--- config.mk ---
export PLATFORM = sky130hd
export DESIGN_NAME = sdmr_seq
export DESIGN_NICKNAME = d
export VERILOG_FILES = /design/src/hw/rtl/sdmr_pkg.sv /design/src/hw/rtl/sdmr_seq.sv
export SDC_FILE = /design/constraint.sdc
export NUM_CORES = 1
export LEC_CHECK = 0
export ABC_AREA = 1
export CELL_PAD_IN_SITES_DETAIL_PLACEMENT = 1
export CELL_PAD_IN_SITES_GLOBAL_PLACEMENT = 1
export CORE_AREA = 2 2 74 104
export CTS_BUF_LIST = sky130_fd_sc_hd__clkbuf_16
export CTS_CLUSTER_DIAMETER = 200
export CTS_CLUSTER_SIZE = 24
export DETAILED_ROUTE_END_ITERATION = 7
export DIE_AREA = 0 0 76 106
export DONT_BUFFER_PORTS = 1
export PLACE_DENSITY = 0.77
export SLEW_MARGIN = 5
export SYNTH_ARGS = -nofsm -noshare
export SYNTH_HDL_FRONTEND = slang
export SYNTH_SLANG_ARGS = --single-unit
--- constraint.sdc ---
create_clock -name clk -period 3.1 [get_ports clk]
set_input_delay 0.465 -clock clk [delete_from_list [all_inputs] [get_ports clk]]
set_output_delay 0.465 -clock clk [all_outputs]
set_load 0.03 [all_outputs]
--- src/hw/rtl/sdmr_pkg.sv ---
// ============================================================================
// sdmr_pkg
// Shared types, constants and the control-store program of the stereo reverb.
// ============================================================================
package sdmr_pkg;

  localparam int MEMORY_DEPTH_DEF = 32768;
  localparam int SAMPLE_BITS_DEF  = 16;

  localparam int GAIN_W   = 16;   // Q1.15 gains
  localparam int SAMPLE_W = 16;   // port sample fields
  localparam int OFFSET_W = 15;   // tap offsets relative to the write pointer
  localparam int STEP_W   = 6;    // program counter
  localparam int APB_AW   = 5;
  localparam int APB_DW   = 32;
  localparam int NUM_REGS = 8;

  localparam logic [GAIN_W-1:0] HALF_GAIN = 16'd16384;

  // register reset values
  localparam logic [GAIN_W-1:0] IN_GAIN_RST    = 16'd24576;
  localparam logic [GAIN_W-1:0] IIR_GAIN_RST   = 16'd18022;
  localparam logic [GAIN_W-1:0] WALL_GAIN_RST  = 16'd18022;
  localparam logic [GAIN_W-1:0] COMB1_GAIN_RST = 16'd9830;
  localparam logic [GAIN_W-1:0] COMB2_GAIN_RST = 16'd8192;
  localparam logic [GAIN_W-1:0] COMB3_GAIN_RST = 16'd7209;
  localparam logic [GAIN_W-1:0] COMB4_GAIN_RST = 16'd5898;
  localparam logic [GAIN_W-1:0] AP1_GAIN_RST   = 16'd19661;

  // tap offsets: same-side (LS/RS) and cross-side (LX/RX) reflections
  localparam logic [OFFSET_W-1:0] OFF_NONE    = 15'd0;
  localparam logic [OFFSET_W-1:0] OFF_LS_WR   = 15'd32000;
  localparam logic [OFFSET_W-1:0] OFF_LS_PREV = 15'd31999;
  localparam logic [OFFSET_W-1:0] OFF_LS_WALL = 15'd30313;
  localparam logic [OFFSET_W-1:0] OFF_RS_WR   = 15'd24000;
  localparam logic [OFFSET_W-1:0] OFF_RS_PREV = 15'd23999;
  localparam logic [OFFSET_W-1:0] OFF_RS_WALL = 15'd22399;
  localparam logic [OFFSET_W-1:0] OFF_LX_WR   = 15'd16800;
  localparam logic [OFFSET_W-1:0] OFF_LX_PREV = 15'd16799;
  localparam logic [OFFSET_W-1:0] OFF_LX_WALL = 15'd8967;
  localparam logic [OFFSET_W-1:0] OFF_RX_WR   = 15'd10400;
  localparam logic [OFFSET_W-1:0] OFF_RX_PREV = 15'd10399;
  localparam logic [OFFSET_W-1:0] OFF_RX_WALL = 15'd15301;
  // early echo combs
  localparam logic [OFFSET_W-1:0] OFF_LC1 = 15'd31647;
  localparam logic [OFFSET_W-1:0] OFF_LC2 = 15'd31063;
  localparam logic [OFFSET_W-1:0] OFF_LC3 = 15'd16127;
  localparam logic [OFFSET_W-1:0] OFF_LC4 = 15'd15613;
  localparam logic [OFFSET_W-1:0] OFF_RC1 = 15'd23599;
  localparam logic [OFFSET_W-1:0] OFF_RC2 = 15'd23119;
  localparam logic [OFFSET_W-1:0] OFF_RC3 = 15'd9783;
  localparam logic [OFFSET_W-1:0] OFF_RC4 = 15'd9271;
  // all-pass writers and their delayed reads
  localparam logic [OFFSET_W-1:0] OFF_LA1_WR = 15'd5600;
  localparam logic [OFFSET_W-1:0] OFF_LA1_RD = 15'd4549;
  localparam logic [OFFSET_W-1:0] OFF_RA1_WR = 15'd4400;
  localparam logic [OFFSET_W-1:0] OFF_RA1_RD = 15'd3349;
  localparam logic [OFFSET_W-1:0] OFF_LA2_WR = 15'd3200;
  localparam logic [OFFSET_W-1:0] OFF_LA2_RD = 15'd2613;
  localparam logic [OFFSET_W-1:0] OFF_RA2_WR = 15'd2400;
  localparam logic [OFFSET_W-1:0] OFF_RA2_RD = 15'd1813;

  localparam logic [STEP_W-1:0] START_STEP = '0;

  typedef enum logic [2:0] {
    REG_IN_GAIN, REG_IIR_GAIN, REG_WALL_GAIN, REG_COMB_GAIN_ONE,
    REG_COMB_GAIN_TWO, REG_COMB_GAIN_THREE, REG_COMB_GAIN_FOUR, REG_ALLPASS_GAIN_ONE
  } reg_idx_t;

  typedef struct packed {
    logic [GAIN_W-1:0] in_gain;
    logic [GAIN_W-1:0] iir_gain;
    logic [GAIN_W-1:0] wall_gain;
    logic [GAIN_W-1:0] comb_gain_one;
    logic [GAIN_W-1:0] comb_gain_two;
    logic [GAIN_W-1:0] comb_gain_three;
    logic [GAIN_W-1:0] comb_gain_four;
    logic [GAIN_W-1:0] allpass_gain_one;
  } gains_t;

  // multiplier gain operand
  typedef enum logic [3:0] {
    G_IN, G_IIR, G_WALL, G_C1, G_C2, G_C3, G_C4, G_AP1, G_HALF
  } gsel_t;

  // multiplier sample operand
  typedef enum logic [2:0] {
    M_IN_L, M_IN_R, M_RDATA, M_ACC, M_DLY, M_SATACC
  } msel_t;

  // capture of memory read data
  typedef enum logic [1:0] {
    LD_NONE, LD_PREV, LD_DLY
  } ld_t;

  // accumulator / result operations on the registered product
  typedef enum logic [3:0] {
    OP_NONE,    // no register update
    OP_LIN,     // lin = sat(rnd(prod))
    OP_RIN,     // rin = sat(rnd(prod))
    OP_REFL_L,  // acc = lin + rnd(prod) - prev
    OP_REFL_R,  // acc = rin + rnd(prod) - prev
    OP_WOUT,    // acc = rnd(prod) + prev
    OP_CLR,     // acc = 0
    OP_ADD,     // acc += prod
    OP_XRND,    // x = rnd(acc)
    OP_AP_A,    // acc = x - rnd(prod)
    OP_AP_X,    // x = rnd(prod) + dly
    OP_OUTL,    // hold left result
    OP_FIN      // load output register, advance pointer
  } op_t;

  typedef enum logic [1:0] {
    JMP_NEXT, JMP_WAIT_IN, JMP_WAIT_OUT, JMP_RESTART
  } jmp_t;

  typedef struct packed {
    logic                rd_en;
    logic [OFFSET_W-1:0] rd_off;
    logic                wr_en;
    logic [OFFSET_W-1:0] wr_off;
    gsel_t               gsel;
    msel_t               msel;
    ld_t                 ld;
    op_t                 op;
    jmp_t                jmp;
  } ctrl_word_t;

  typedef struct packed {
    logic in_fire;
    logic out_free;
  } seq_status_t;

  typedef struct packed {
    logic clearing;
    logic out_free;
  } dp_status_t;

  function automatic ctrl_word_t uw(input logic rd_en, input logic [OFFSET_W-1:0] rd_off,
                                    input logic wr_en, input logic [OFFSET_W-1:0] wr_off,
                                    input gsel_t gsel, input msel_t msel, input ld_t ld,
                                    input op_t op, input jmp_t jmp);
    ctrl_word_t w;
    w.rd_en  = rd_en;
    w.rd_off = rd_off;
    w.wr_en  = wr_en;
    w.wr_off = wr_off;
    w.gsel   = gsel;
    w.msel   = msel;
    w.ld     = ld;
    w.op     = op;
    w.jmp    = jmp;
    return w;
  endfunction

  // Program: read data lands in the step after the read, the product in the
  // step after the multiply, and ops consume the product in that step.
  function automatic ctrl_word_t ucode_rom(input logic [STEP_W-1:0] step);
    ctrl_word_t w;
    unique case (step)
      // wait for a sample pair
      6'd0:  w = uw(1'b0, OFF_NONE, 1'b0, OFF_NONE, G_IN, M_IN_L, LD_NONE, OP_NONE, JMP_WAIT_IN);
      // input gain, left same-side reflection
      6'd1:  w = uw(1'b1, OFF_LS_PREV, 1'b0, OFF_NONE, G_IN, M_IN_L, LD_NONE, OP_NONE, JMP_NEXT);
      6'd2:  w = uw(1'b1, OFF_LS_WALL, 1'b0, OFF_NONE, G_IN, M_IN_R, LD_PREV, OP_LIN, JMP_NEXT);
      6'd3:  w = uw(1'b0, OFF_NONE, 1'b0, OFF_NONE, G_WALL, M_RDATA, LD_NONE, OP_RIN, JMP_NEXT);
      6'd4:  w = uw(1'b0, OFF_NONE, 1'b0, OFF_NONE, G_IIR, M_ACC, LD_NONE, OP_REFL_L, JMP_NEXT);
      6'd5:  w = uw(1'b0, OFF_NONE, 1'b0, OFF_NONE, G_IIR, M_ACC, LD_NONE, OP_NONE, JMP_NEXT);
      6'd6:  w = uw(1'b0, OFF_NONE, 1'b0, OFF_NONE, G_IIR, M_ACC, LD_NONE, OP_WOUT, JMP_NEXT);
      // right same-side reflection
      6'd7:  w = uw(1'b1, OFF_RS_PREV, 1'b1, OFF_LS_WR, G_IIR, M_ACC, LD_NONE, OP_NONE, JMP_NEXT);
      6'd8:  w = uw(1'b1, OFF_RS_WALL, 1'b0, OFF_NONE, G_IIR, M_ACC, LD_PREV, OP_NONE, JMP_NEXT);
      6'd9:  w = uw(1'b0, OFF_NONE, 1'b0, OFF_NONE, G_WALL, M_RDATA, LD_NONE, OP_NONE, JMP_NEXT);
      6'd10: w = uw(1'b0, OFF_NONE, 1'b0, OFF_NONE, G_IIR, M_ACC, LD_NONE, OP_REFL_R, JMP_NEXT);
      6'd11: w = uw(1'b0, OFF_NONE, 1'b0, OFF_NONE, G_IIR, M_ACC, LD_NONE, OP_NONE, JMP_NEXT);
      6'd12: w = uw(1'b0, OFF_NONE, 1'b0, OFF_NONE, G_IIR, M_ACC, LD_NONE, OP_WOUT, JMP_NEXT);
      // left cross-side reflection
      6'd13: w = uw(1'b1, OFF_LX_PREV, 1'b1, OFF_RS_WR, G_IIR, M_ACC, LD_NONE, OP_NONE, JMP_NEXT);
      6'd14: w = uw(1'b1, OFF_LX_WALL, 1'b0, OFF_NONE, G_IIR, M_ACC, LD_PREV, OP_NONE, JMP_NEXT);
      6'd15: w = uw(1'b0, OFF_NONE, 1'b0, OFF_NONE, G_WALL, M_RDATA, LD_NONE, OP_NONE, JMP_NEXT);
      6'd16: w = uw(1'b0, OFF_NONE, 1'b0, OFF_NONE, G_IIR, M_ACC, LD_NONE, OP_REFL_L, JMP_NEXT);
      6'd17: w = uw(1'b0, OFF_NONE, 1'b0, OFF_NONE, G_IIR, M_ACC, LD_NONE, OP_NONE, JMP_NEXT);
      6'd18: w = uw(1'b0, OFF_NONE, 1'b0, OFF_NONE, G_IIR, M_ACC, LD_NONE, OP_WOUT, JMP_NEXT);
      // right cross-side reflection
      6'd19: w = uw(1'b1, OFF_RX_PREV, 1'b1, OFF_LX_WR, G_IIR, M_ACC, LD_NONE, OP_NONE, JMP_NEXT);
      6'd20: w = uw(1'b1, OFF_RX_WALL, 1'b0, OFF_NONE, G_IIR, M_ACC, LD_PREV, OP_NONE, JMP_NEXT);
      6'd21: w = uw(1'b0, OFF_NONE, 1'b0, OFF_NONE, G_WALL, M_RDATA, LD_NONE, OP_NONE, JMP_NEXT);
      6'd22: w = uw(1'b0, OFF_NONE, 1'b0, OFF_NONE, G_IIR, M_ACC, LD_NONE, OP_REFL_R, JMP_NEXT);
      6'd23: w = uw(1'b0, OFF_NONE, 1'b0, OFF_NONE, G_IIR, M_ACC, LD_NONE, OP_NONE, JMP_NEXT);
      6'd24: w = uw(1'b0, OFF_NONE, 1'b0, OFF_NONE, G_IIR, M_ACC, LD_NONE, OP_WOUT, JMP_NEXT);
      // left combs
      6'd25: w = uw(1'b1, OFF_LC1, 1'b1, OFF_RX_WR, G_C1, M_RDATA, LD_NONE, OP_CLR, JMP_NEXT);
      6'd26: w = uw(1'b1, OFF_LC2, 1'b0, OFF_NONE, G_C1, M_RDATA, LD_NONE, OP_NONE, JMP_NEXT);
      6'd27: w = uw(1'b1, OFF_LC3, 1'b0, OFF_NONE, G_C2, M_RDATA, LD_NONE, OP_ADD, JMP_NEXT);
      6'd28: w = uw(1'b1, OFF_LC4, 1'b0, OFF_NONE, G_C3, M_RDATA, LD_NONE, OP_ADD, JMP_NEXT);
      6'd29: w = uw(1'b0, OFF_NONE, 1'b0, OFF_NONE, G_C4, M_RDATA, LD_NONE, OP_ADD, JMP_NEXT);
      6'd30: w = uw(1'b0, OFF_NONE, 1'b0, OFF_NONE, G_C4, M_RDATA, LD_NONE, OP_ADD, JMP_NEXT);
      // left first all-pass
      6'd31: w = uw(1'b1, OFF_LA1_RD, 1'b0, OFF_NONE, G_AP1, M_DLY, LD_NONE, OP_XRND, JMP_NEXT);
      6'd32: w = uw(1'b0, OFF_NONE, 1'b0, OFF_NONE, G_AP1, M_DLY, LD_DLY, OP_NONE, JMP_NEXT);
      6'd33: w = uw(1'b0, OFF_NONE, 1'b0, OFF_NONE, G_AP1, M_DLY, LD_NONE, OP_NONE, JMP_NEXT);
      6'd34: w = uw(1'b0, OFF_NONE, 1'b0, OFF_NONE, G_AP1, M_DLY, LD_NONE, OP_AP_A, JMP_NEXT);
      6'd35: w = uw(1'b0, OFF_NONE, 1'b1, OFF_LA1_WR, G_AP1, M_SATACC, LD_NONE, OP_NONE, JMP_NEXT);
      6'd36: w = uw(1'b0, OFF_NONE, 1'b0, OFF_NONE, G_AP1, M_DLY, LD_NONE, OP_AP_X, JMP_NEXT);
      // left second all-pass
      6'd37: w = uw(1'b1, OFF_LA2_RD, 1'b0, OFF_NONE, G_HALF, M_DLY, LD_NONE, OP_NONE, JMP_NEXT);
      6'd38: w = uw(1'b0, OFF_NONE, 1'b0, OFF_NONE, G_HALF, M_DLY, LD_DLY, OP_NONE, JMP_NEXT);
      6'd39: w = uw(1'b0, OFF_NONE, 1'b0, OFF_NONE, G_HALF, M_DLY, LD_NONE, OP_NONE, JMP_NEXT);
      6'd40: w = uw(1'b0, OFF_NONE, 1'b0, OFF_NONE, G_HALF, M_DLY, LD_NONE, OP_AP_A, JMP_NEXT);
      6'd41: w = uw(1'b0, OFF_NONE, 1'b1, OFF_LA2_WR, G_HALF, M_SATACC, LD_NONE, OP_NONE, JMP_NEXT);
      6'd42: w = uw(1'b0, OFF_NONE, 1'b0, OFF_NONE, G_HALF, M_DLY, LD_NONE, OP_AP_X, JMP_NEXT);
      // right combs
      6'd43: w = uw(1'b1, OFF_RC1, 1'b0, OFF_NONE, G_C1, M_RDATA, LD_NONE, OP_OUTL, JMP_NEXT);
      6'd44: w = uw(1'b1, OFF_RC2, 1'b0, OFF_NONE, G_C1, M_RDATA, LD_NONE, OP_CLR, JMP_NEXT);
      6'd45: w = uw(1'b1, OFF_RC3, 1'b0, OFF_NONE, G_C2, M_RDATA, LD_NONE, OP_ADD, JMP_NEXT);
      6'd46: w = uw(1'b1, OFF_RC4, 1'b0, OFF_NONE, G_C3, M_RDATA, LD_NONE, OP_ADD, JMP_NEXT);
      6'd47: w = uw(1'b0, OFF_NONE, 1'b0, OFF_NONE, G_C4, M_RDATA, LD_NONE, OP_ADD, JMP_NEXT);
      6'd48: w = uw(1'b0, OFF_NONE, 1'b0, OFF_NONE, G_C4, M_RDATA, LD_NONE, OP_ADD, JMP_NEXT);
      // right first all-pass
      6'd49: w = uw(1'b1, OFF_RA1_RD, 1'b0, OFF_NONE, G_AP1, M_DLY, LD_NONE, OP_XRND, JMP_NEXT);
      6'd50: w = uw(1'b0, OFF_NONE, 1'b0, OFF_NONE, G_AP1, M_DLY, LD_DLY, OP_NONE, JMP_NEXT);
      6'd51: w = uw(1'b0, OFF_NONE, 1'b0, OFF_NONE, G_AP1, M_DLY, LD_NONE, OP_NONE, JMP_NEXT);
      6'd52: w = uw(1'b0, OFF_NONE, 1'b0, OFF_NONE, G_AP1, M_DLY, LD_NONE, OP_AP_A, JMP_NEXT);
      6'd53: w = uw(1'b0, OFF_NONE, 1'b1, OFF_RA1_WR, G_AP1, M_SATACC, LD_NONE, OP_NONE, JMP_NEXT);
      6'd54: w = uw(1'b1, OFF_RA2_RD, 1'b0, OFF_NONE, G_AP1, M_DLY, LD_NONE, OP_AP_X, JMP_NEXT);
      // right second all-pass
      6'd55: w = uw(1'b0, OFF_NONE, 1'b0, OFF_NONE, G_HALF, M_DLY, LD_DLY, OP_NONE, JMP_NEXT);
      6'd56: w = uw(1'b0, OFF_NONE, 1'b0, OFF_NONE, G_HALF, M_DLY, LD_NONE, OP_NONE, JMP_NEXT);
      6'd57: w = uw(1'b0, OFF_NONE, 1'b0, OFF_NONE, G_HALF, M_DLY, LD_NONE, OP_AP_A, JMP_NEXT);
      6'd58: w = uw(1'b0, OFF_NONE, 1'b1, OFF_RA2_WR, G_HALF, M_SATACC, LD_NONE, OP_NONE, JMP_NEXT);
      6'd59: w = uw(1'b0, OFF_NONE, 1'b0, OFF_NONE, G_HALF, M_DLY, LD_NONE, OP_AP_X, JMP_NEXT);
      // deliver the pair once the output register is free
      6'd60: w = uw(1'b0, OFF_NONE, 1'b0, OFF_NONE, G_HALF, M_DLY, LD_NONE, OP_FIN, JMP_WAIT_OUT);
      default: w = uw(1'b0, OFF_NONE, 1'b0, OFF_NONE, G_IN, M_IN_L, LD_NONE, OP_NONE,
                      JMP_RESTART);
    endcase
    return w;
  endfunction

endpackage

--- src/hw/rtl/sdmr_seq.sv ---
// ============================================================================
// sdmr_seq
// Program counter and control store; issues one control word per cycle.
// ============================================================================
module sdmr_seq (
  input  logic                     clk,
  input  logic                     rst,
  input  sdmr_pkg::seq_status_t    status,
  output sdmr_pkg::ctrl_word_t     ctrl,
  output logic                     idle
);

  logic [sdmr_pkg::STEP_W-1:0] step;
  logic [sdmr_pkg::STEP_W-1:0] step_next;

  assign ctrl = sdmr_pkg::ucode_rom(step);
  assign idle = (ctrl.jmp == sdmr_pkg::JMP_WAIT_IN);

  always_comb begin
    step_next = step;
    unique case (ctrl.jmp)
      sdmr_pkg::JMP_NEXT: begin
        step_next = step + 1'b1;
      end
      sdmr_pkg::JMP_WAIT_IN: begin
        if (status.in_fire) step_next = step + 1'b1;
      end
      sdmr_pkg::JMP_WAIT_OUT: begin
        if (status.out_free) step_next = sdmr_pkg::START_STEP;
      end
      sdmr_pkg::JMP_RESTART: begin
        step_next = sdmr_pkg::START_STEP;
      end
    endcase
  end

  always_ff @(posedge clk) begin
    if (rst) begin
      step <= sdmr_pkg::START_STEP;
    end else begin
      step <= step_next;
    end
  end

endmodule

==> summary.md, run 1 <==
| Metric | Value |
|---|---|
| Post_cts resized | 0 |
| Worst path bufs/invs | 1 |
| GPL Wtd Cong | slightly above 1 |
| Setup TNS | 0 ns |
| Chip width | approximately 76 um |
| Routed wire length | roughly 11 mm |
| Core area | about 7200 sq um |
| Pwr Density | 926 nW/um^2 |
| Syn Inst Count | about 490 |
| Pre-antenna DRT Iters | 4 |
| CTS max path bufs | 2 |
| FMAX | about 0.37 GHz |
| Mux share of post-synthesis cell area | 0 |
| Nets | between 500 and 600 |
| Synth Area in Compound Gates | 0.0572 |
| Sequential area share after synthesis | 0.312 |
| Total CTS buffers | 5 |
| Initial Utilization | 0.421 |
| CP max FO | 8 |
| H-tree Lvls | 2 |
| Top FF cell, synth | dfxtp_1 |
| Initial antenna violation count | 0 |
| Syn Area/Cell | just over 6 sq um |
| IO Count | between 50 and 60 |
| Fill cells | just over 1,000 |
| Crit-path cells | inv_1 -> nand3_2 -> nand2_4 -> nand2_1 -> nand2_1 -> nand2_1 -> ha_1 -> nand4_1 -> nand3_1 -> nand2_1 -> nand2_1 -> nand2_1 -> nand2_1 -> nand2_1 |
| Post-synth top area share | 0.312 |
| Synth cell count leaders | 196 x nand2_1, 49 x nand3_1, 47 x dfxtp_1 |
| Worst min-delay path category | input pin to register |
| Worst VDD drop | about 0.00045 V |
| Ranking of synthesized cells by area | dfxtp_1 31%, nand2_1 24%, nand3_1 8.1%, nor2_1 5.3%, inv_1 4.7% |
| Clk Latency, worst-skew pair | about 0.3 ns |
| Min Hold Slack | ~0.23 ns |
| R2R cell count | 14 |
| Share of layout cells above drive strength 1 | 0.108 |
| Row cnt | 37 |
| Vias in the first global route | approximately 3,200 |
| Crit Path Class | register to register |
| Largest family of logic cells by synthesized area | simple AND/OR/NAND/NOR gates |
| Post-Synth XOR/XNOR Area | 0 |
| WHS Endpoint | step[1] |
| Clock root cell | clkbuf_16 |
| Synth area leader | dfxtp_1 |
| Top-count cell post-synth | nand2_1 |
| DRT iter0 DRCs | slightly below 200 |
| Post-route ant nets | 0 |
| FF+latch count, synth | 47 |
| Largest net degree at the start of global routing | 30 |
| Clock skew | 0.00832 ns |
| Hold wc startpoint | rst |
| Die Ht | around 110 um |
| Vias | about 3,200 |
| Asr flop ratio synth | 0 |
| Period utilization | 0.862 |
| Synth cell types | 26 |
| Port Buf Inserts | 0 |
| Final setup viols | 0 |
| First-pass GRT wire length | about 17 mm |
| EDFF count, synth | 0 |
| DRC | 0 |
| P&R area growth vs syn | 9.15% |
| Min-Delay Path Depth | 1 |
| DIE AREA | 8060 sq um |
| Reg2reg start | ctrl[0] |
| Worst R2R Setup Slack | between 0.4 and 0.5 ns |
| DR WL/cell | approximately 18 um |
| CP max-delay cell | ha_1 |
| Max-cap violations | 0 |
| RSZ-0062 raised after global routing | false |
| Crit Reg-Reg Endpoint | ctrl[33] |
| Worst slew pin tran | between 0.5 and 0.6 ns |
| Design area | roughly 3300 sq um |
| Total power | a little over 3 mW |
| Placed cell area | just over 3000 sq um |
| Leak | roughly 1.8 nW |
| Grt ovf | 0 |
| Final min period | around 2.7 ns |
| Arr. time, crit path | between 2 and 3 ns |
| Critical Path RT | approximately 3.3 ns |
| CP endpoint kind | register |
| Vias/cell | approximately 5.4 |
| Max-slew violation count | 0 |
| Crit-path max cell delay | around 0.45 ns |
| DP HPWL | 8.22 mm |
| CTS Sinks | 47 |
| Yosys warning total | 0 |
| Final Hold Viols | 0 |
| Diode count | 0 |
| CTS tree | done |
| Total track usage | 0.277 |
| Reg clk slew, reported paths | approximately 0.070 ns |
| Adder-cell share of the synthesized area | 0.0373 |
| CP startpoint kind | register |
| Status | completed |
| Synth Area in Simple Gates | 0.484 |
| Relative slew slack | 0.625 |
| Cell mode on critical path | nand2_1 |
| Synthesized area | around 3000 sq um |
| Top Family by Delay on Critical Path | simple AND/OR/NAND/NOR gates |
[cell families after synthesis]
logic type / Yosys count
other cells: 1
flops: 47
simple gates: 330
compound gates: 31
buf+inv: 70
fa+ha+maj: 9
[where the power goes]
group	total [mW]	switching [mW]	internal, mW
combinational	1.28	0.925	0.354
sequential	1.13	0.360	0.773
clock	0.640	0.256	0.384
[layout make-up]
type,instances,area (sq um),area share
flip-flops and latches,47,941,0.285
well taps,97,121,0.0368
clock inverters,3,46.3,0.0140
clock buffers,5,125,0.0380
multi-input cells,375,1770,0.536
inverters,47,176,0.0535
repair buffers,16,120,0.0364
[cells in the final DEF, fill, tap and decap left out]
cell type     n
o21ai_0      10
o22ai_1       2
inv_2         9
clkbuf_16     5
nand3b_1      3
nor3_1        1
conb_1        5
nor2_1       43
nor2_2        4
clkinvlp_4    1
nand3_4       2
nand2_4       2
buf_4        16
ha_1          9
nand2_1     196
a21oi_1       7
o211ai_1      6
nand4_1      18
nand3_2       6
inv_1        38
nand2_2       6
bufinv_16     1
inv_6         1
o21ai_1       6
nand3_1      49
dfxtp_1      47
[worst max path at each step]
stage,cells after the start,slack (ns),start,endpoint
after floorplan,16,0.54,ctrl[1],ctrl[5]
after global placement,13,0.32,status[0],ctrl[9]
after detailed placement,16,0.22,status[0],ctrl[39]
after CTS,16,0.23,ctrl[1],ctrl[39]
after global routing,14,0.14,ctrl[1],ctrl[33]
final,14,0.43,ctrl[0],ctrl[33]
[metrics by stage]
stage                     worst slack (ns)  std cells  utilization
after global routing                 0.138        590        0.459
after detailed placement             0.217        581        0.435
after global placement               0.316        581        0.435
final                                0.427        590        0.459
after CTS                            0.230        589        0.458
after floorplan                      0.543        492            -
[sequential cells by signal (all words and copies together) (netlist names)]
signal  cells
ctrl       41
step        6
[timing repair]
| action | CTS | global route |
|---|---|---|
| setup endpoints to repair | 0 | 2 |
| buffers inserted | 0 | 1 |
| hold buffers | 0 | 0 |
[layer usage]
layer | global-route usage | share of wire
met5 | 0 | 0
met4 | 0.162 | 0.052
met1 | 0.330 | 0.41
met2 | 0.475 | 0.49
met3 | 0.0382 | 0.046
Power figures use the tool's default switching activity.
==> run 2: changes to the inputs <==
--- a/config.mk
+++ b/config.mk
@@ -6,6 +6,7 @@
 export NUM_CORES = 1
 export LEC_CHECK = 0
 export ABC_AREA = 1
+export ABC_CLOCK_PERIOD_IN_PS = 3100
 export CELL_PAD_IN_SITES_DETAIL_PLACEMENT = 1
 export CELL_PAD_IN_SITES_GLOBAL_PLACEMENT = 1
 export CORE_AREA = 2 2 74 104
@@ -15,7 +16,7 @@
 export DETAILED_ROUTE_END_ITERATION = 7
 export DIE_AREA = 0 0 76 106
 export DONT_BUFFER_PORTS = 1
-export PLACE_DENSITY = 0.77
+export PLACE_DENSITY_LB_ADDON = 0.1
 export SLEW_MARGIN = 5
 export SYNTH_ARGS = -nofsm -noshare
 export SYNTH_HDL_FRONTEND = slang
==> summary.md, run 2 (same netlist as run 1, synthesis figures left out) <==
| Metric | Value |
|---|---|
| Status | completed |
| IO Count | 52 (unchanged) |
| Vias/cell | 5.37 (-1.1%) |
| Clock root cell | clkbuf_16 |
| Post-layout util | 0.455 (-0.00418) |
| Vias | 3,148 (-1.8%) |
| Worst VDD drop | 0.000373 V (-17%) |
| Clock skew | 0.00449 ns (-0.00383 ns) |
| Design area | 3270 sq um (-0.91%) |
| CP max-delay cell | dfxtp_1 |
| Final setup viols | 0 (unchanged) |
| Dpl cells | 578 (-0.52%) |
| Relative slew slack | 0.441 (-0.184) |
| CTS Sinks | 47 (unchanged) |
| Clk Latency, worst-skew pair | 0.29 ns (about the same) |
| Routed wire length | 11.0 mm (+1.1%) |
| Core area | 7180 sq um (unchanged) |
| Min Hold Slack | 0.233 ns (+0.00573 ns) |
| Setup TNS | 0 ns (unchanged) |
| Post_cts resized | 0 (unchanged) |
| Final Hold Viols | 0 (unchanged) |
| Largest net degree at the start of global routing | 26 (-13%) |
| Reg clk slew, reported paths | 0.07 ns (about the same) |
| Period utilization | 0.884 (+0.0213) |
| Initial Utilization | 0.421 (unchanged) |
| Initial antenna violation count | 0 (unchanged) |
| Crit-path cells | inv_2 -> nand3_2 -> nand2_4 -> nand2_1 -> nand2_1 -> nor2_1 -> inv_1 -> ha_1 -> inv_1 -> nand4_1 -> nand3_1 -> nand2_1 -> nand2_1 -> nand2_1 -> nand2_1 -> nand2_1 |
| GPL Wtd Cong | 0.961 (-4.4%) |
| P&R area growth vs syn | 8.16% |
| Multi-input gate area | 1770 sq um (unchanged) |
| CP Launch Point | ctrl[1] |
| Final min period | 2.74 ns (+0.0661 ns) |
| Row cnt | 37 (unchanged) |
| Pwr Density | 923 nW/um^2 (-0.28%) |
| DRT iter0 DRCs | 220 (+12%) |
| Worst slew pin tran | 0.836 ns (+0.274 ns) |
| Share of layout cells above drive strength 1 | 0.100 (-0.00730) |
| Diode count | 0 (unchanged) |
| DP HPWL | 8.45 mm (+2.8%) |
| Critical Path RT | 3.29 ns (about the same) |
| Crit Path Class | register to register |
| DIE AREA | 8060 sq um (unchanged) |
| Post-route ant nets | 0 (unchanged) |
| R2R cell count | 16 (+2) |
| Hold wc startpoint | rst |
| Crit-path max cell delay | 0.40 ns (-0.05 ns) |
| Total track usage | 0.285 (+0.00770) |
| Top Family by Delay on Critical Path | simple AND/OR/NAND/NOR gates |
| DRC | 0 (unchanged) |
| Reg2reg start | ctrl[1] |
| Register area | 941 sq um (unchanged) |
| Placed cell area | 3100 sq um (-0.72%) |
| Min-Delay Path Depth | 1 (unchanged) |
| Nets | 501 (-0.79%) |
| Max-cap violations | 0 (unchanged) |
| Leak | 1.77 nW (-0.99%) |
| Total CTS buffers | 5 (unchanged) |
| Max-slew violation count | 0 (unchanged) |
| Max FFs per register | 41 (unchanged) |
| CP endpoint kind | register |
| DR WL/cell | 18.7 um (+1.8%) |
| Post-Layout Cell Count | 586 (-0.68%) |
| Die Ht | 106 um (unchanged) |
| Grt ovf | 0 (unchanged) |
| Setup Buffers After CTS | 0 (unchanged) |
| RSZ-0062 raised after global routing | false |
| Hold-fix buffers, CTS | 0 (unchanged) |
| Arr. time, crit path | 2.93 ns (+0.06 ns) |
| Worst min-delay path category | input pin to register |
| CP max FO | 8 (unchanged) |
| H-tree Lvls | 2 (unchanged) |
| Cell mode on critical path | nand2_1 |
| CTS max path bufs | 2 (unchanged) |
| Pre-antenna DRT Iters | 4 (unchanged) |
| Worst path bufs/invs | 3 (+2) |
| Fill cells | 1,002 (-1.2%) |
| FMAX | 0.365 GHz (-2.4%) |
| CP startpoint kind | register |
| CTS tree | done |
| First-pass GRT wire length | 17.7 mm (+3.0%) |
| Most common cell after layout, fill and taps aside | nand2_1 |
| Vias in the first global route | 3,289 (+2.9%) |
| Chip width | 76 um (unchanged) |
| Crit path depth | 16 (+2) |
| Most frequent cells in the layout | 196 x nand2_1, 49 x nand3_1, 47 x dfxtp_1, 43 x nor2_1, 38 x inv_1 |
| Port Buf Inserts | 0 (unchanged) |
==> run 2: cell types whose count changed in the layout (fill, tap and decap cells not counted), sizes merged <==
cell,previous run,this run
buf,16,12
==> run 2: path summary, 6_finish.rpt <==
check,to,slack (ns)
min,step[1],0.23
min reg2reg,step[1],0.68
max,ctrl[31],0.36
max reg2reg,ctrl[31],0.36
==> run 2: metal layers <==
layer  part of all wire  global-route usage  vias up
met4              0.054               0.174        0
li1                   -                   -     1540
met5                  0                   0        -
met2               0.49               0.490      108
met3              0.047              0.0535       39
met1               0.41               0.326     1461
==> run 2: final cells by class <==
class	count	share of cell area
multi-input cells	375	0.541
flip-flops and latches	47	0.288
inverters	47	0.0540
clock buffers	5	0.0383
well taps	97	0.0372
repair buffers	12	0.0276
clock inverters	3	0.0142
==> run 2: worst register-to-register path, cell delays in order (launching register included) <==
cell,delay [ns]
dfxtp_1,0.40
inv_2,0.10
nand3_2,0.14
nand2_4,0.10
nand2_1,0.07
nand2_1,0.11
nor2_1,0.16
inv_1,0.15
ha_1,0.27
inv_1,0.10
nand4_1,0.31
nand3_1,0.37
nand2_1,0.10
nand2_1,0.09
nand2_1,0.06
nand2_1,0.05
nand2_1,0.06
==> run 2: through the flow <==
stage | total power [mW] | setup slack (ns)
6_report | 3.02 | 0.361
2_1_floorplan | 2.02 | 0.543
3_3_place_gp | 2.37 | 0.341
4_1_cts | 3.01 | 0.377
5_1_grt | 3.21 | 0.0211
3_5_place_dp | 2.38 | 0.326
==> run 2: power breakdown <==
| group | leakage, nW | switching (mW) | total [mW] | internal [mW] |
|---|---|---|---|---|
| Clock | 0.0804 | 0.244 | 0.627 | 0.383 |
| Combinational | 1.30 | 0.918 | 1.25 | 0.333 |
| Sequential | 0.386 | 0.364 | 1.14 | 0.773 |
==> run 3: changes to the inputs <==
--- a/config.mk
+++ b/config.mk
@@ -17,6 +17,7 @@
 export DIE_AREA = 0 0 76 106
 export DONT_BUFFER_PORTS = 1
 export PLACE_DENSITY_LB_ADDON = 0.1
+export REMOVE_ABC_BUFFERS = 1
 export SLEW_MARGIN = 5
 export SYNTH_ARGS = -nofsm -noshare
 export SYNTH_HDL_FRONTEND = slang
==> summary.md, run 3 (same netlist as run 1, synthesis figures left out) <==
| Metric | Value |
|---|---|
| Crit Path Class | register to register |
| Clk Latency, worst-skew pair | 0.30 ns (about the same) |
| Critical Path RT | 3.29 ns (about the same) |
| Vias in the first global route | 3,296 (+0.21%) |
| Worst R2R Setup Slack | 0.27 ns (-0.09 ns) |
| FMAX | 0.354 GHz (-3.1%) |
| Period utilization | 0.912 (+0.0287) |
| Leak | 1.78 nW (+0.60%) |
| Worst slew pin tran | 0.925 ns (+0.0889 ns) |
| Total CTS buffers | 5 (unchanged) |
| DP HPWL | 8.52 mm (+0.78%) |
| DR WL/cell | 19.2 um (+2.8%) |
| IO Count | 52 (unchanged) |
| Initial Utilization | 0.421 (unchanged) |
| Die Ht | 106 um (unchanged) |
| Register area | 941 sq um (unchanged) |
| Max FFs per register | 41 (unchanged) |
| CP Launch Point | ctrl[1] |
| Pre-antenna DRT Iters | 4 (unchanged) |
| Largest net degree at the start of global routing | 33 (+27%) |
| Max-cap violations | 0 (unchanged) |
| Total track usage | 0.290 (+0.00534) |
| Grt ovf | 0 (unchanged) |
| Status | completed |
| CP startpoint kind | register |
| Setup TNS | 0 ns (unchanged) |
| GPL Wtd Cong | 1.02 (+5.9%) |
| Clock root cell | clkbuf_16 |
| Top Family by Delay on Critical Path | simple AND/OR/NAND/NOR gates |
| Clock skew | 0.00978 ns (+0.00529 ns) |
| Pwr Density | 920 nW/um^2 (-0.34%) |
| Routed wire length | 11.3 mm (+3.1%) |
| Row cnt | 37 (unchanged) |
| Crit Reg-Reg Endpoint | ctrl[5] |
| Share of layout cells above drive strength 1 | 0.102 (+0.00163) |
| Core area | 7180 sq um (unchanged) |
| Design area | 3280 sq um (+0.34%) |
| Final setup viols | 0 (unchanged) |
| Final Hold Viols | 0 (unchanged) |
| CTS max path bufs | 2 (unchanged) |
| Crit-path max cell delay | 0.41 ns (about the same) |
| Reg2reg start | ctrl[1] |
| P&R area growth vs syn | 8.53% |
| Most frequent cells in the layout | 196 x nand2_1, 49 x nand3_1, 47 x dfxtp_1, 43 x nor2_1, 38 x inv_1 |
| CP max FO | 8 (unchanged) |
| Reg clk slew, reported paths | 0.07 ns (about the same) |
| Arr. time, crit path | 3.01 ns (+0.08 ns) |
| Fill cells | 992 (-1.0%) |
| RSZ-0062 raised after global routing | false |
| Cell mode on critical path | nand2_1 |
| Nets | 503 (+0.40%) |
| Initial antenna violation count | 0 (unchanged) |
| Diode count | 0 (unchanged) |
| Relative slew slack | 0.381 (-0.0595) |
| DIE AREA | 8060 sq um (unchanged) |
| Worst min-delay path category | input pin to register |
| R2R cell count | 16 (unchanged) |
| First-pass GRT wire length | 17.9 mm (+1.2%) |
| CP max-delay cell | dfxtp_1 |
| DRC | 0 (unchanged) |
| CTS tree | done |
| Crit path depth | 16 (unchanged) |
| Post-route ant nets | 0 (unchanged) |
| DRT iter0 DRCs | 173 (-21%) |
| CTS Sinks | 47 (unchanged) |
| Final min period | 2.83 ns (+0.0888 ns) |
| Vias | 3,213 (+2.1%) |
| Vias/cell | 5.46 (+1.7%) |
| Port Buf Inserts | 0 (unchanged) |
| H-tree Lvls | 2 (unchanged) |
| Crit-path cells | inv_2 -> nand3_2 -> nand2_4 -> nand2_1 -> nand2_1 -> nor2_1 -> inv_1 -> ha_1 -> inv_1 -> nand4_1 -> inv_1 -> nor2_1 -> nand2_1 -> nand2_1 -> a21oi_1 -> nand2_1 |
| Last element of the critical path | ctrl[5] |
| Multi-input gate area | 1770 sq um (unchanged) |
| CP endpoint kind | register |
| Max-slew violation count | 0 (unchanged) |
| Chip width | 76 um (unchanged) |
| Worst path bufs/invs | 4 (+1) |
| Placed cell area | 3100 sq um (+0.24%) |
| Worst VDD drop | 0.000454 V (+22%) |
| Most common cell after layout, fill and taps aside | nand2_1 |
## run 3: power breakdown
part / internal, mW / switching (mW) / leakage [nW]
registers: 0.773 / 0.365 / 0.386
clock network: 0.381 / 0.242 / 0.0818
logic: 0.336 / 0.919 / 1.31
## run 3: worst min path at each step
stage | start | endpoint | slack, ns | cells after the start
6_report | rst | step[1] | 0.22 | 1
5_1_grt | rst | step[1] | 0.22 | 1
4_1_cts | rst | step[1] | 0.22 | 1
3_5_place_dp | rst | step[1] | 0.54 | 1
3_3_place_gp | rst | step[1] | 0.54 | 1
2_1_floorplan | rst | step[1] | 0.54 | 1
## run 3: layout make-up
class	instances	share of cell area
Clock buffer	5	0.0382
Clock inverter	3	0.0130
Inverter	47	0.0538
Multi-Input combinational cell	375	0.539
Sequential cell	47	0.287
Tap cell	97	0.0370
Timing Repair Buffer	14	0.0321
## run 3: layer usage
| layer | global-route usage | share of wire | vias to the layer above |
|---|---|---|---|
| met2 | 0.515 | 0.50 | 113 |
| met3 | 0.0450 | 0.052 | 32 |
| met5 | 0 | 0 | - |
| li1 | - | - | 1547 |
| met1 | 0.334 | 0.40 | 1521 |
| met4 | 0.156 | 0.044 | 0 |
## run 3: what timing repair did
item                                    in CTS  in global routing
resized for setup                            0                  0
hold buffers                                 0                  0
setup buffers                                0                  1
endpoints found under the setup margin       0                  1
## run 3: through the flow
stage	total power [mW]	hold WS, ns	worst slack [ns]	std cells	util
after global placement	2.39	0.539	0.311	579	0.432
after detailed placement	2.39	0.540	0.303	579	0.432
after floorplan	1.96	0.537	0.458	469	-
final	3.02	0.223	0.272	588	0.457
after CTS	3.02	0.224	0.262	587	0.456
after global routing	3.21	0.222	0.0230	588	0.457
